**config.mk**
```make
export PLATFORM = sky130hd
export DESIGN_NAME = range_selection_flag_table
export DESIGN_NICKNAME = d
export VERILOG_FILES = /design/src/hw/rtl/rsft_pkg.sv /design/src/hw/rtl/range_selection_flag_table.sv /design/src/hw/rtl/rsft_flag_mem.sv /design/src/hw/rtl/rsft_scan_unit.sv
export SDC_FILE = /design/constraint.sdc
export NUM_CORES = 2
export LEC_CHECK = 0
export BUFFER_PORTS_ARGS = -buffer_cell sky130_fd_sc_hd__buf_2
export CORE_UTILIZATION = 40
export DETAILED_ROUTE_END_ITERATION = 8
export GPL_TIMING_DRIVEN = 1
export PLACE_DENSITY = 0.56
export SKIP_CTS_REPAIR_TIMING = 1
export SLEW_MARGIN = 0
export SYNTH_ARGS = -nofsm -noshare
export SYNTH_HDL_FRONTEND = slang
export SYNTH_SLANG_ARGS = --single-unit
```
**constraint.sdc**
```tcl
create_clock -name i_clk -period 73.9 [get_ports i_clk]
set_input_delay 14.78 -clock i_clk [delete_from_list [all_inputs] [get_ports i_clk]]
set_output_delay 14.78 -clock i_clk [all_outputs]
set_load 0.01 [all_outputs]
```
**src/hw/rtl/rsft_pkg.sv**
```systemverilog
// Shared types, codes and helper functions of the range selection flag table.
package rsft_pkg;

    localparam int FLAG_W   = 3;
    localparam int MODE_W   = 4;
    localparam int IDX_W    = 11;
    localparam int STATUS_W = 2;

    typedef logic [FLAG_W-1:0] t_flag;

    // Selection codes as stored in the table.
    localparam t_flag CODE_NO_MAYBE   = 3'd0;
    localparam t_flag CODE_YES_MAYBE  = 3'd1;
    localparam t_flag CODE_YES_ALWAYS = 3'd2;
    localparam t_flag CODE_NO_ALWAYS  = 3'd3;
    localparam t_flag CODE_TOP        = 3'd4;
    localparam t_flag CODE_BOTTOM     = 3'd5;

    // Operation codes carried in the mode field.
    localparam logic [MODE_W-1:0] OP_SET_SCAN   = 4'd0;
    localparam logic [MODE_W-1:0] OP_SET        = 4'd1;
    localparam logic [MODE_W-1:0] OP_SCAN       = 4'd2;
    localparam logic [MODE_W-1:0] OP_CYCLE      = 4'd3;
    localparam logic [MODE_W-1:0] OP_TOGGLE     = 4'd4;
    localparam logic [MODE_W-1:0] OP_CLEAR      = 4'd5;
    localparam logic [MODE_W-1:0] OP_ALL        = 4'd6;
    localparam logic [MODE_W-1:0] OP_INSERT     = 4'd7;
    localparam logic [MODE_W-1:0] OP_REMOVE     = 4'd8;
    localparam logic [MODE_W-1:0] OP_DELETE     = 4'd9;
    localparam logic [MODE_W-1:0] OP_RESIZE     = 4'd10;
    localparam logic [MODE_W-1:0] OP_RESIZE_CLR = 4'd11;
    localparam logic [MODE_W-1:0] OP_QUERY      = 4'd12;

    // Result status codes.
    localparam logic [STATUS_W-1:0] ST_OK       = 2'd0;
    localparam logic [STATUS_W-1:0] ST_INDEX    = 2'd1;
    localparam logic [STATUS_W-1:0] ST_CAPACITY = 2'd2;

    typedef struct packed {
        logic [MODE_W-1:0] mode;
        logic [IDX_W-1:0]  entry_index;
        t_flag             flag_code;
        logic [IDX_W-1:0]  new_count;
    } t_req;

    typedef struct packed {
        t_flag               flag_out;
        logic                is_chosen;
        logic [IDX_W-1:0]    chosen_total;
        logic [IDX_W-1:0]    element_total;
        logic [STATUS_W-1:0] status;
    } t_rsp;

    // Control of the shared scan unit.
    typedef struct packed {
        logic start;
        logic step;
    } t_scan_ctl;

    function automatic logic code_selected(t_flag c);
        return (c == CODE_YES_MAYBE) || (c == CODE_YES_ALWAYS) ||
               (c == CODE_TOP) || (c == CODE_BOTTOM);
    endfunction

    // Codes that mean nothing are stored as inherit-no.
    function automatic t_flag flag_sanitize(t_flag c);
        return (c > CODE_BOTTOM) ? CODE_NO_MAYBE : c;
    endfunction

    function automatic t_flag cycle_next(t_flag c);
        t_flag r;
        unique case (c) inside
            CODE_NO_MAYBE, CODE_YES_MAYBE: r = CODE_YES_ALWAYS;
            CODE_YES_ALWAYS:               r = CODE_NO_ALWAYS;
            CODE_NO_ALWAYS:                r = CODE_TOP;
            CODE_TOP:                      r = CODE_BOTTOM;
            default:                       r = CODE_NO_MAYBE;
        endcase
        return r;
    endfunction

endpackage

```
**src/hw/rtl/range_selection_flag_table.sv**
```systemverilog
// Top level of the range selection flag table: sequencer, counters and result register.
//
// The block keeps one selection code per element in a single table memory with
// one write and one registered read port, and it works on one request at a time.
// A request that touches no table entries (query, clear, delete, resize, or any
// request that is rejected with an index or capacity status) passes from
// acceptance through the decode, read and done states to its result. Every pass
// over the table runs through that one memory port pair at one entry per cycle:
// the first write to an unallocated table fills it with inherit-no over the
// element count, a propagation scan reads and rewrites every entry, and an
// insert or remove first shifts the entries behind the index before its scan.
// There is no clearing pass after reset; the table is filled when it first
// becomes allocated. A new request is accepted while the previous result still
// waits in the output register, and the sequencer holds its final step until
// that register is free.
module range_selection_flag_table #(
    parameter int MAX_ENTRIES = 1024
) (
    input  logic           i_clk,
    input  logic           i_rst_n,
    input  logic           i_req_valid,
    output logic           o_req_stall,
    input  rsft_pkg::t_req i_req,
    output logic           o_rsp_valid,
    input  logic           i_rsp_stall,
    output rsft_pkg::t_rsp o_rsp
);

    // Address width of the table and width of the element and selected counts.
    localparam int AW   = (MAX_ENTRIES > 1) ? $clog2(MAX_ENTRIES) : 1;
    localparam int CW   = $clog2(MAX_ENTRIES + 1);
    localparam int IW   = rsft_pkg::IDX_W;
    localparam int CMPW = (CW > IW) ? CW : IW;

    // Sequencer states.
    localparam logic [3:0] S_IDLE    = 4'd0;
    localparam logic [3:0] S_DECODE  = 4'd1;
    localparam logic [3:0] S_FILL    = 4'd2;
    localparam logic [3:0] S_MOD_RD  = 4'd3;
    localparam logic [3:0] S_MOD_WR  = 4'd4;
    localparam logic [3:0] S_TOG_RD  = 4'd5;
    localparam logic [3:0] S_TOG_CHK = 4'd6;
    localparam logic [3:0] S_PASS    = 4'd7;
    localparam logic [3:0] S_READ    = 4'd8;
    localparam logic [3:0] S_DONE    = 4'd9;

    // Kinds of table pass.
    localparam logic [1:0] K_SCAN = 2'd0;
    localparam logic [1:0] K_UP   = 2'd1;
    localparam logic [1:0] K_DOWN = 2'd2;

    logic [3:0]                   r_state, n_state;
    logic                         r_valid, n_valid;
    logic [CW-1:0]                r_count, n_count;
    logic [CW-1:0]                r_sel, n_sel;
    logic [1:0]                   r_kind, n_kind;
    logic                         r_pend, n_pend;
    logic [CW-1:0]                r_ptr, n_ptr;
    logic [AW-1:0]                r_wptr, n_wptr;
    logic                         r_fill_top, n_fill_top;
    rsft_pkg::t_req               r_req, n_req;
    logic [rsft_pkg::STATUS_W-1:0] r_status, n_status;
    logic                         r_rsp_valid, n_rsp_valid;
    rsft_pkg::t_rsp               r_rsp;

    logic                w_we;
    logic [AW-1:0]       w_waddr;
    rsft_pkg::t_flag     w_wdata;
    logic [AW-1:0]       w_raddr;
    rsft_pkg::t_flag     w_rdata;
    rsft_pkg::t_scan_ctl w_scan_ctl;
    rsft_pkg::t_flag     w_scan_code;
    logic [CW-1:0]       w_scan_total;
    logic                w_rd_en;
    logic                w_go_scan;
    logic                w_go_all;
    logic                w_load;
    logic                w_hit;

    // Widened copies so that index, count and capacity compare at one width.
    logic [CMPW-1:0] w_idx_x;
    logic [CMPW-1:0] w_cnt_x;
    logic [CMPW-1:0] w_new_x;
    logic [CMPW-1:0] w_ptr_x;
    logic [CMPW-1:0] w_max_x;
    logic            w_idx_in;

    assign w_idx_x  = CMPW'(r_req.entry_index);
    assign w_cnt_x  = CMPW'(r_count);
    assign w_new_x  = CMPW'(r_req.new_count);
    assign w_ptr_x  = CMPW'(r_ptr);
    assign w_max_x  = CMPW'(MAX_ENTRIES);
    assign w_idx_in = (w_idx_x < w_cnt_x);
    assign w_hit    = w_idx_in && r_valid;

    rsft_flag_mem #(
        .DEPTH (MAX_ENTRIES),
        .AW    (AW)
    ) u_mem (
        .i_clk   (i_clk),
        .i_we    (w_we),
        .i_waddr (w_waddr),
        .i_wdata (w_wdata),
        .i_raddr (w_raddr),
        .o_rdata (w_rdata)
    );

    rsft_scan_unit #(
        .TOTAL_W (CW)
    ) u_scan (
        .i_clk   (i_clk),
        .i_rst_n (i_rst_n),
        .i_ctl   (w_scan_ctl),
        .i_code  (w_rdata),
        .o_code  (w_scan_code),
        .o_total (w_scan_total)
    );

    // The block takes a new request only when the sequencer is idle.
    assign o_req_stall = (r_state != S_IDLE);

    always_comb begin
        n_state     = r_state;
        n_valid     = r_valid;
        n_count     = r_count;
        n_sel       = r_sel;
        n_kind      = r_kind;
        n_pend      = r_pend;
        n_ptr       = r_ptr;
        n_wptr      = r_wptr;
        n_fill_top  = r_fill_top;
        n_req       = r_req;
        n_status    = r_status;
        w_we        = 1'b0;
        w_waddr     = AW'(r_req.entry_index);
        w_wdata     = rsft_pkg::CODE_NO_MAYBE;
        w_raddr     = AW'(r_req.entry_index);
        w_scan_ctl  = '0;
        w_rd_en     = 1'b0;
        w_go_scan   = 1'b0;
        w_go_all    = 1'b0;
        w_load      = 1'b0;

        unique case (r_state)
            S_IDLE: begin
                if (i_req_valid) begin
                    n_req           = i_req;
                    n_req.flag_code = rsft_pkg::flag_sanitize(i_req.flag_code);
                    n_state         = S_DECODE;
                end
            end

            S_DECODE: begin
                // Requests that touch no table entries fall through to the result read.
                n_status = rsft_pkg::ST_OK;
                n_state  = S_READ;
                unique case (r_req.mode) inside
                    rsft_pkg::OP_SET_SCAN, rsft_pkg::OP_SET, rsft_pkg::OP_CYCLE: begin
                        if (!w_idx_in) begin
                            n_status = rsft_pkg::ST_INDEX;
                        end else if (!r_valid) begin
                            n_ptr      = '0;
                            n_fill_top = 1'b0;
                            n_state    = S_FILL;
                        end else begin
                            n_state = S_MOD_RD;
                        end
                    end
                    rsft_pkg::OP_SCAN: begin
                        w_go_scan = r_valid;
                    end
                    rsft_pkg::OP_TOGGLE: begin
                        if (r_count != '0) begin
                            if (!r_valid) begin
                                w_go_all = 1'b1;
                            end else begin
                                n_state = S_TOG_RD;
                            end
                        end
                    end
                    rsft_pkg::OP_CLEAR: begin
                        n_valid = 1'b0;
                        n_sel   = '0;
                    end
                    rsft_pkg::OP_ALL: begin
                        w_go_all = 1'b1;
                    end
                    rsft_pkg::OP_INSERT: begin
                        if (w_idx_x > w_cnt_x) begin
                            n_status = rsft_pkg::ST_INDEX;
                        end else if (w_cnt_x >= w_max_x) begin
                            n_status = rsft_pkg::ST_CAPACITY;
                        end else if (!r_valid) begin
                            n_count = r_count + CW'(1);
                        end else begin
                            n_kind  = K_UP;
                            n_ptr   = r_count;
                            n_pend  = 1'b0;
                            n_state = S_PASS;
                        end
                    end
                    rsft_pkg::OP_REMOVE: begin
                        if (!w_idx_in) begin
                            n_status = rsft_pkg::ST_INDEX;
                        end else if (!r_valid) begin
                            n_count = r_count - CW'(1);
                        end else if (r_count == CW'(1)) begin
                            n_valid = 1'b0;
                            n_count = '0;
                            n_sel   = '0;
                        end else begin
                            n_kind  = K_DOWN;
                            n_ptr   = CW'(w_idx_x + CMPW'(1));
                            n_pend  = 1'b0;
                            n_state = S_PASS;
                        end
                    end
                    rsft_pkg::OP_DELETE: begin
                        n_valid = 1'b0;
                        n_count = '0;
                        n_sel   = '0;
                    end
                    rsft_pkg::OP_RESIZE, rsft_pkg::OP_RESIZE_CLR: begin
                        if (w_new_x > w_max_x) begin
                            n_status = rsft_pkg::ST_CAPACITY;
                        end else if (!((r_req.mode == rsft_pkg::OP_RESIZE) &&
                                       (w_new_x == w_cnt_x))) begin
                            n_valid = 1'b0;
                            n_count = CW'(r_req.new_count);
                            n_sel   = '0;
                        end
                    end
                    rsft_pkg::OP_QUERY: begin
                        if (!w_idx_in) begin
                            n_status = rsft_pkg::ST_INDEX;
                        end
                    end
                    default: begin
                    end
                endcase
            end

            S_FILL: begin
                // Allocation: inherit-no over the count, range-top at the head for select all.
                w_we    = 1'b1;
                w_waddr = AW'(r_ptr);
                w_wdata = (r_fill_top && (r_ptr == '0)) ? rsft_pkg::CODE_TOP
                                                        : rsft_pkg::CODE_NO_MAYBE;
                n_ptr   = r_ptr + CW'(1);
                if ((w_ptr_x + CMPW'(1)) == w_cnt_x) begin
                    n_valid = 1'b1;
                    if (r_fill_top) begin
                        w_go_scan = 1'b1;
                    end else begin
                        n_state = S_MOD_RD;
                    end
                end
            end

            S_MOD_RD: begin
                n_state = S_MOD_WR;
            end

            S_MOD_WR: begin
                w_we    = 1'b1;
                w_waddr = AW'(r_req.entry_index);
                w_wdata = (r_req.mode == rsft_pkg::OP_CYCLE) ? rsft_pkg::cycle_next(w_rdata)
                                                             : r_req.flag_code;
                if (r_req.mode == rsft_pkg::OP_SET) begin
                    n_state = S_READ;
                end else begin
                    w_go_scan = 1'b1;
                end
            end

            S_TOG_RD: begin
                w_raddr = '0;
                n_state = S_TOG_CHK;
            end

            S_TOG_CHK: begin
                if (rsft_pkg::code_selected(w_rdata)) begin
                    n_valid = 1'b0;
                    n_sel   = '0;
                    n_state = S_READ;
                end else begin
                    w_go_all = 1'b1;
                end
            end

            S_PASS: begin
                // Reads run one entry ahead of the writes; the data read last cycle
                // is written back this cycle to its own or a neighboring entry.
                unique case (r_kind)
                    K_UP: begin
                        w_rd_en = (w_ptr_x > w_idx_x);
                        w_raddr = AW'(r_ptr - CW'(1));
                        if (w_rd_en) begin
                            n_ptr  = r_ptr - CW'(1);
                            n_wptr = AW'(r_ptr);
                        end
                    end
                    K_DOWN: begin
                        w_rd_en = (w_ptr_x < w_cnt_x);
                        w_raddr = AW'(r_ptr);
                        if (w_rd_en) begin
                            n_ptr  = r_ptr + CW'(1);
                            n_wptr = AW'(r_ptr - CW'(1));
                        end
                    end
                    default: begin
                        w_rd_en = (w_ptr_x < w_cnt_x);
                        w_raddr = AW'(r_ptr);
                        if (w_rd_en) begin
                            n_ptr  = r_ptr + CW'(1);
                            n_wptr = AW'(r_ptr);
                        end
                    end
                endcase
                n_pend          = w_rd_en;
                w_scan_ctl.step = r_pend && (r_kind == K_SCAN);
                if (r_pend) begin
                    w_we    = 1'b1;
                    w_waddr = r_wptr;
                    w_wdata = (r_kind == K_SCAN) ? w_scan_code : w_rdata;
                end
                if (!w_rd_en && !r_pend) begin
                    unique case (r_kind)
                        K_UP: begin
                            // The opened slot gets inherit-no before the rescan.
                            w_we      = 1'b1;
                            w_waddr   = AW'(r_req.entry_index);
                            w_wdata   = rsft_pkg::CODE_NO_MAYBE;
                            n_count   = r_count + CW'(1);
                            w_go_scan = 1'b1;
                        end
                        K_DOWN: begin
                            n_count   = r_count - CW'(1);
                            w_go_scan = 1'b1;
                        end
                        default: begin
                            n_sel   = w_scan_total;
                            n_state = S_READ;
                        end
                    endcase
                end
            end

            S_READ: begin
                n_state = S_DONE;
            end

            S_DONE: begin
                if (!r_rsp_valid || !i_rsp_stall) begin
                    w_load  = 1'b1;
                    n_state = S_IDLE;
                end
            end

            default: begin
                n_state = S_IDLE;
            end
        endcase

        // Select all: drop the table, then, if it has elements, reallocate with range-top at the head.
        if (w_go_all) begin
            n_valid = 1'b0;
            n_sel   = '0;
            if (r_count != '0) begin
                n_ptr      = '0;
                n_fill_top = 1'b1;
                n_state    = S_FILL;
            end else begin
                n_state = S_READ;
            end
        end

        if (w_go_scan) begin
            n_kind           = K_SCAN;
            n_ptr            = '0;
            n_pend           = 1'b0;
            w_scan_ctl.start = 1'b1;
            n_state          = S_PASS;
        end
    end

    // The result register is free again once its result has been taken.
    always_comb begin
        n_rsp_valid = r_rsp_valid;
        if (w_load) begin
            n_rsp_valid = 1'b1;
        end else if (r_rsp_valid && !i_rsp_stall) begin
            n_rsp_valid = 1'b0;
        end
    end

    always_ff @(posedge i_clk) begin
        if (!i_rst_n) begin
            r_state     <= S_IDLE;
            r_valid     <= 1'b0;
            r_count     <= '0;
            r_sel       <= '0;
            r_kind      <= K_SCAN;
            r_pend      <= 1'b0;
            r_rsp_valid <= 1'b0;
        end else begin
            r_state     <= n_state;
            r_valid     <= n_valid;
            r_count     <= n_count;
            r_sel       <= n_sel;
            r_kind      <= n_kind;
            r_pend      <= n_pend;
            r_rsp_valid <= n_rsp_valid;
        end
    end

    always_ff @(posedge i_clk) begin
        r_ptr      <= n_ptr;
        r_wptr     <= n_wptr;
        r_fill_top <= n_fill_top;
        r_req      <= n_req;
        r_status   <= n_status;
        if (w_load) begin
            r_rsp.flag_out      <= w_hit ? w_rdata : rsft_pkg::CODE_NO_MAYBE;
            r_rsp.is_chosen     <= w_hit && rsft_pkg::code_selected(w_rdata);
            r_rsp.chosen_total  <= IW'(r_sel);
            r_rsp.element_total <= IW'(r_count);
            r_rsp.status        <= r_status;
        end
    end

    assign o_rsp_valid = r_rsp_valid;
    assign o_rsp       = r_rsp;

endmodule

```
**src/hw/rtl/rsft_flag_mem.sv**
```systemverilog
// Flag table storage: one write port and one registered read port.
module rsft_flag_mem #(
    parameter int DEPTH = 1024,
    parameter int AW    = 10
) (
    input  logic           i_clk,
    input  logic           i_we,
    input  logic [AW-1:0]  i_waddr,
    input  rsft_pkg::t_flag i_wdata,
    input  logic [AW-1:0]  i_raddr,
    output rsft_pkg::t_flag o_rdata
);

    rsft_pkg::t_flag r_mem [DEPTH];
    rsft_pkg::t_flag r_rdata;

    always_ff @(posedge i_clk) begin
        if (i_we) begin
            r_mem[i_waddr] <= i_wdata;
        end
        r_rdata <= r_mem[i_raddr];
    end

    assign o_rdata = r_rdata;

endmodule

```
**src/hw/rtl/rsft_scan_unit.sv**
```systemverilog
// Propagation scan unit: rewrites inherit codes and counts selected entries.
module rsft_scan_unit #(
    parameter int TOTAL_W = 11
) (
    input  logic                i_clk,
    input  logic                i_rst_n,
    input  rsft_pkg::t_scan_ctl i_ctl,
    input  rsft_pkg::t_flag     i_code,
    output rsft_pkg::t_flag     o_code,
    output logic [TOTAL_W-1:0]  o_total
);

    // The running mode is one bit: inherit-yes when set, inherit-no when clear.
    logic               r_yes;
    logic               n_yes;
    logic [TOTAL_W-1:0] r_total;
    logic [TOTAL_W-1:0] n_total;

    always_comb begin
        if ((i_code == rsft_pkg::CODE_NO_MAYBE) || (i_code == rsft_pkg::CODE_YES_MAYBE)) begin
            o_code = r_yes ? rsft_pkg::CODE_YES_MAYBE : rsft_pkg::CODE_NO_MAYBE;
        end else begin
            o_code = i_code;
        end
    end

    always_comb begin
        n_yes   = r_yes;
        n_total = r_total;
        if (i_ctl.start) begin
            n_yes   = 1'b0;
            n_total = '0;
        end else if (i_ctl.step) begin
            if (i_code == rsft_pkg::CODE_TOP) begin
                n_yes = 1'b1;
            end else if (i_code == rsft_pkg::CODE_BOTTOM) begin
                n_yes = 1'b0;
            end
            if (rsft_pkg::code_selected(o_code)) begin
                n_total = r_total + TOTAL_W'(1);
            end
        end
    end

    always_ff @(posedge i_clk) begin
        if (!i_rst_n) begin
            r_yes   <= 1'b0;
            r_total <= '0;
        end else begin
            r_yes   <= n_yes;
            r_total <= n_total;
        end
    end

    assign o_total = r_total;

endmodule

```
# Word level (Yosys, flattened, before mapping)
# Memory sizes are Yosys's and may differ from the RTL's. A register that Yosys moved wholly into a read port is not among the register bits.
# Index checks and enable logic that the tools add are counted.
# classes
add_sub_neg	6
magnitude_cmp	7
n_eq_ne	78
n_mux	142
bitwise	1
reduce_logical	54
# op_table
cell	n
11-bit 2-to-1 mux	29
11-bit case mux with 3 select lines	4
4-bit 2-to-1 mux	19
10-bit 2-to-1 mux	7
3-bit != test, second input constant	20
10-bit case mux with 2 select lines	3
1-bit 2-to-1 mux	46
11-bit by 1-bit adder with 11-bit output, second input constant	4
11-bit case mux with 2 select lines	2
11-bit case mux with 4 select lines	1
4-bit case mux with 10 select lines	1
4-bit != test, second input constant	9
4-bit by 3-bit == test with 1-bit output, second input constant	8
8-bit AND reduction	4
4-bit == test, second input constant	7
3-bit 2-to-1 mux	8
2-bit != test, second input constant	12
11-bit == test	2
11-bit > comparator	2
11-bit less-than comparator	2
11-bit by 1-bit subtractor with 11-bit output, second input constant	2
2-bit 2-to-1 mux	9
4-bit by 2-bit == test with 1-bit output, second input constant	4
4-bit case mux with 4 select lines	1
39 further kinds	82
# totals
register_bits	124
ramBits	3072
inputBits	33
output_inout_bits	30
word_cells	312
n_memories	1
# mem_list
name	words	word_bits	rd	rd_ports_with_merged_regs	wr	line_no	source
u_mem.r_mem	1024	3	1	1	1	rsft_flag_mem.sv:14	rsft_pkg::t_flag r_mem [DEPTH];

# Depth between registers and ports, before layout
# depth
word_depth	9
ltp_mapped	19
mapped_depth_nobuf	12

# Hierarchy
# From an unflattened synthesis, not the netlist that was laid out.
# hier_totals
hier_cells	7615
hier_area_um2	133056.4
# modules_own_cells
module	instances	cells_per_inst	area_per_inst_um2
rsft_flag_mem	1	6544	123702.4
range_selection_flag_table	1	1002	8727.1
rsft_scan_unit	1	69	626.9

# Worst setup path before layout
# Ideal clock, no wire load.
# synth_path
path_type	flip-flop to flip-flop
start	register r_state[3]
end	memory u_mem.r_mem[0][0] (netlist bit), data pin
setup_time_ps	8393
arrival_ps	43180
t_required_ps	65507
slack_ps	22327
stages_incl_launch_ff	7
n_path_buf	4
period_less_slack_ps	51573
cell_sequence	dfxtp_1 -> nand4b_2 -> buf_2 -> buf_2 -> clkbuf_1 -> buf_1 -> o32ai_1
# synth_via
elab_chain_cells	2
elab_cells_between_ends	4
cone_classes	eq/ne (3); mux (1)
# synth_rtl
item	line_no	source
start: declaration	range_selection_flag_table.sv:52	logic [3:0] r_state, n_state;
start signal: assignment	range_selection_flag_table.sv:407	r_state <= n_state;
4-bit by 3-bit == test with 1-bit output or 4-bit by 2-bit == test with 1-bit output (tied branches)	range_selection_flag_table.sv:144	unique case (r_state)
3-bit case mux with 3 select lines *	range_selection_flag_table.sv:144	
net u_mem.i_wdata[0]	rsft_flag_mem.sv:9	input rsft_pkg::t_flag i_wdata,
end: declaration	rsft_flag_mem.sv:14	
# Mark *: on every way through the listed nets, which the timed path passes. The rest lies on a longest branch.

# Worst setup path in the final report
# layout_path
start	register r_state[1]
end	output port o_req_stall
# layout_via
elab_chain_cells	1
# layout_rtl
item	line_no	source
4-bit nonzero test	range_selection_flag_table.sv:120	assign o_req_stall = (r_state != S_IDLE);
end: declaration	range_selection_flag_table.sv:22	output logic o_req_stall,
# No other way between the ends.

==> results_dict.tcl <==
set metrics [dict create \
    power.share.switching 0.320 \
    synth.area.top_cells "edfxtp_1, mux2i_1, mux4_2" \
    tightest_slew_ps 1420 \
    grt_max_degree 223 \
    grt.total_usage 0.233 \
    grt_pass1_wl_mm 565 \
    first_pass_iters 6 \
    async_reset_ff_frac 0 \
    start_util 0.403 \
    ys_seq_elements 3199 \
    rsz0062_at_grt "no" \
    finalCritPeriodShare 0.228 \
    timing.setup.tns_ps 0 \
    htree_levels 5 \
    crit_arrival_ps 2070 \
    worst-path-stages 3 \
    path_class "flip-flop to primary output" \
    cts_tree "done" \
    slew_viol_final 0 \
    clk_pin_slew_worst_paths_ps 60 \
    p_switching_w 0.00159 \
    final_hold_viol_count 0 \
    synth_edf_count 3141 \
    ys.flop_type "edfxtp_1" \
    cts_buffers 332 \
    multiInputGateArea_um2 33400 \
    intPower_w 0.00339 \
    slew_headroom 0.0483 \
    drive_gt1_frac 0.117 \
    crit_buf_inv 1 \
    rr_worst_depth 16 \
    worstHoldPathCells 0 \
    wl_per_cell_um 29.3 \
    power_density_nw_per_um2 33.7 \
    cpPeakStageDelay_ps 690 \
    pwr-share-seq 0.419 \
    fin_nets 8996 \
    critPathSlowestCell "dfxtp_1" \
    syn_to_final_growth_pct 11.7 \
    rows 210 \
    clock_latency_ps 910 \
    synth_warnings 0 \
    netlist_area_um2 132000 \
    setup.worst_path.end_class "primary output" \
    wl_mm 396 \
    status "finished clean" \
    setup_viol 0 \
    routed_via_density 5.89 \
    seq_area_um2 95500 \
    fp.dieArea_um2 333000 \
    hpwl_mm 223 \
    dr.first_iter.drc_count 9571 \
    ys_seq_area_frac 0.723 \
    coreArea_um2 328000 \
    synth_nets 9065 \
    worstPathRequired_ps 59120 \
    gp_congestion 0.869 \
    ctsRootBufferMaster "clkbuf_16" \
    portBuffers 62 \
    synth_cells 8988 \
    drc 0 \
    ctsLongestPathBuffers 4 \
    p_leak_nw 48.2 \
    clock-sinks 3199 \
    syn_avg_cell_area_um2 14.7 \
    max_freq_mhz 59.4 \
    io_pins 63 \
    finClkSkew_ps 70.0 \
    die_h_um 577 \
    grt_pass1_vias 78900 \
    worst_ir_drop_vdd_v 0.0000243 \
    fin_area_um2 148000 \
    antenna_found_initial 8 \
    die_w_um 577 \
    synth_top_cell_by_area "edfxtp_1" \
    vias 79700 \
    cp_top_family "flip-flops" \
    clkPwrFrac 0.338 \
    comb_power_share 0.242 \
    globalRoute.totalOverflow 0 \
    fill_cells 28800 \
    start_kind "flip-flop" \
    cp_max_fo 14 \
    detail-route-antenna-nets 0 \
    maxCapViolCount 0 \
    final.min_clock_period_ps 16850 \
    crit_chain "nor2_1 -> nand2_1 -> buf_2" \
    ys_types 101 \
    post_dp_cell_area_um2 137000 \
    yosys.area.top_type_share 0.714 \
    min_path_type "flip-flop to flip-flop" \
]
-- power by group through the flow --
stage / Clock (W) / Combinational [W] / Sequential [W]
2_1_floorplan: 0 / 0.000754 / 0.00230
3_3_place_gp: 0 / 0.00118 / 0.00212
3_5_place_dp: 0 / 0.00119 / 0.00212
4_1_cts: 0.00171 / 0.00120 / 0.00209
5_1_grt: 0.00177 / 0.00127 / 0.00209
6_report: 0.00168 / 0.00121 / 0.00209
-- stage by stage --
| stage | cells | hold WS [ps] | power (W) | utilization | worst slack (ps) |
|---|---|---|---|---|---|
| 6_report | 13500 | 449 | 0.00498 | 0.450 | 57050 |
| 5_1_grt | 13500 | 453 | 0.00512 | 0.450 | 56970 |
| 4_1_cts | 13500 | 451 | 0.00499 | 0.450 | 57020 |
| 3_5_place_dp | 12900 | 433 | 0.00332 | 0.417 | 57890 |
| 3_3_place_gp | 12900 | 451 | 0.00331 | 0.417 | 57900 |
| 2_1_floorplan | 8988 | 400 | 0.00306 | - | 22330 |
-- worst paths after layout --
kind                   start  slack, ps          endpoint
setup / recovery  r_state[1]      57050       o_req_stall
hold / removal      r_sel[8]        450         o_rsp[21]
setup reg to reg    r_ptr[0]      65740  u_mem.o_rdata[0]
hold reg to reg     r_sel[8]        450         o_rsp[21]
-- Yosys cell counts (20+ instances only) --
cell	number
dfxtp_1	58
a22oi_1	43
a21oi_1	574
nand2_1	1066
nor4_1	174
mux2i_1	656
a2111oi_0	22
edfxtp_1	3141
nand3_1	62
and3_1	21
xor2_1	26
nor2_1	1143
nor3_1	30
a211oi_1	38
buf_2	155
ha_1	44
nand2b_1	24
xnor2_1	49
clkbuf_1	269
a221oi_1	75
o21ai_1	39
buf_4	91
o21ai_0	82
o22ai_1	312
o221ai_1	85
buf_6	57
nand4_1	20
buf_1	108
mux4_2	222
inv_1	40
-- flip-flops by register name, indices dropped and copies added, names as in the netlist, 3 cells and up --
name and flops:
r_sel 11, u_scan.o_total 11, r_req 7, w_new_x 11, r_state 4, r_wptr 10, u_mem.r_mem 3072, o_rsp 28
r_count 11, r_ptr 11, w_idx_x 11, u_mem.o_rdata 3
-- worst register-to-register path: cells and delay by family, from the launching register on --
| kind | cells | cell delay, ps |
|---|---|---|
| buffers and inverters | 6 | 3700 |
| AOI/OAI and AO/OA | 5 | 1410 |
| and+or+nand+nor | 3 | 1380 |
| DFF | 1 | 670 |
| adders and majority gates | 1 | 480 |
| muxes | 1 | 420 |
-- logic make-up after synthesis --
group / synth area share
adder cells (fa/ha/maj): 0.00417
AO/OA/AOI/OAI: 0.0689
multiplexers: 0.0878
AND/OR/NAND/NOR: 0.0830
flip-flops: 0.723
XOR/XNOR: 0.00534
buffers and inverters: 0.0281
-- layout make-up --
class,count,area share
sequential,3199,0.647
multi-input combinational,5064,0.227
clock buffer,401,0.0596
tap,4346,0.0369
timing repair buffer,279,0.0148
clock inverter,192,0.0136
inverter,43,0.00109
antenna,9,0.000153
-- cell usage in the layout, fill, tap and decap left out, types with 44 or more instances in the layout --
master	instances
nand2_1	1034
a221oi_1	75
o221ai_1	85
clkbuf_1	57
mux2i_1	656
ha_1	44
nand3_1	61
clkinv_2	52
clkinv_1	70
dfxtp_1	58
clkbuf_16	341
buf_2	62
a21oi_1	571
nor2_1	1140
buf_4	197
o21ai_0	79
edfxtp_1	3141
mux4_2	222
xnor2_1	49
nor4_1	174
o22ai_1	312
-- metal layers --
layer	track usage	share of wire	up-vias
li1	-	-	34300
met5	0	0.000061	-
met2	0.376	0.47	3571
met4	0.0771	0.034	4
met3	0.0389	0.083	642
met1	0.322	0.41	41200
(Power assumes the default switching activity.)
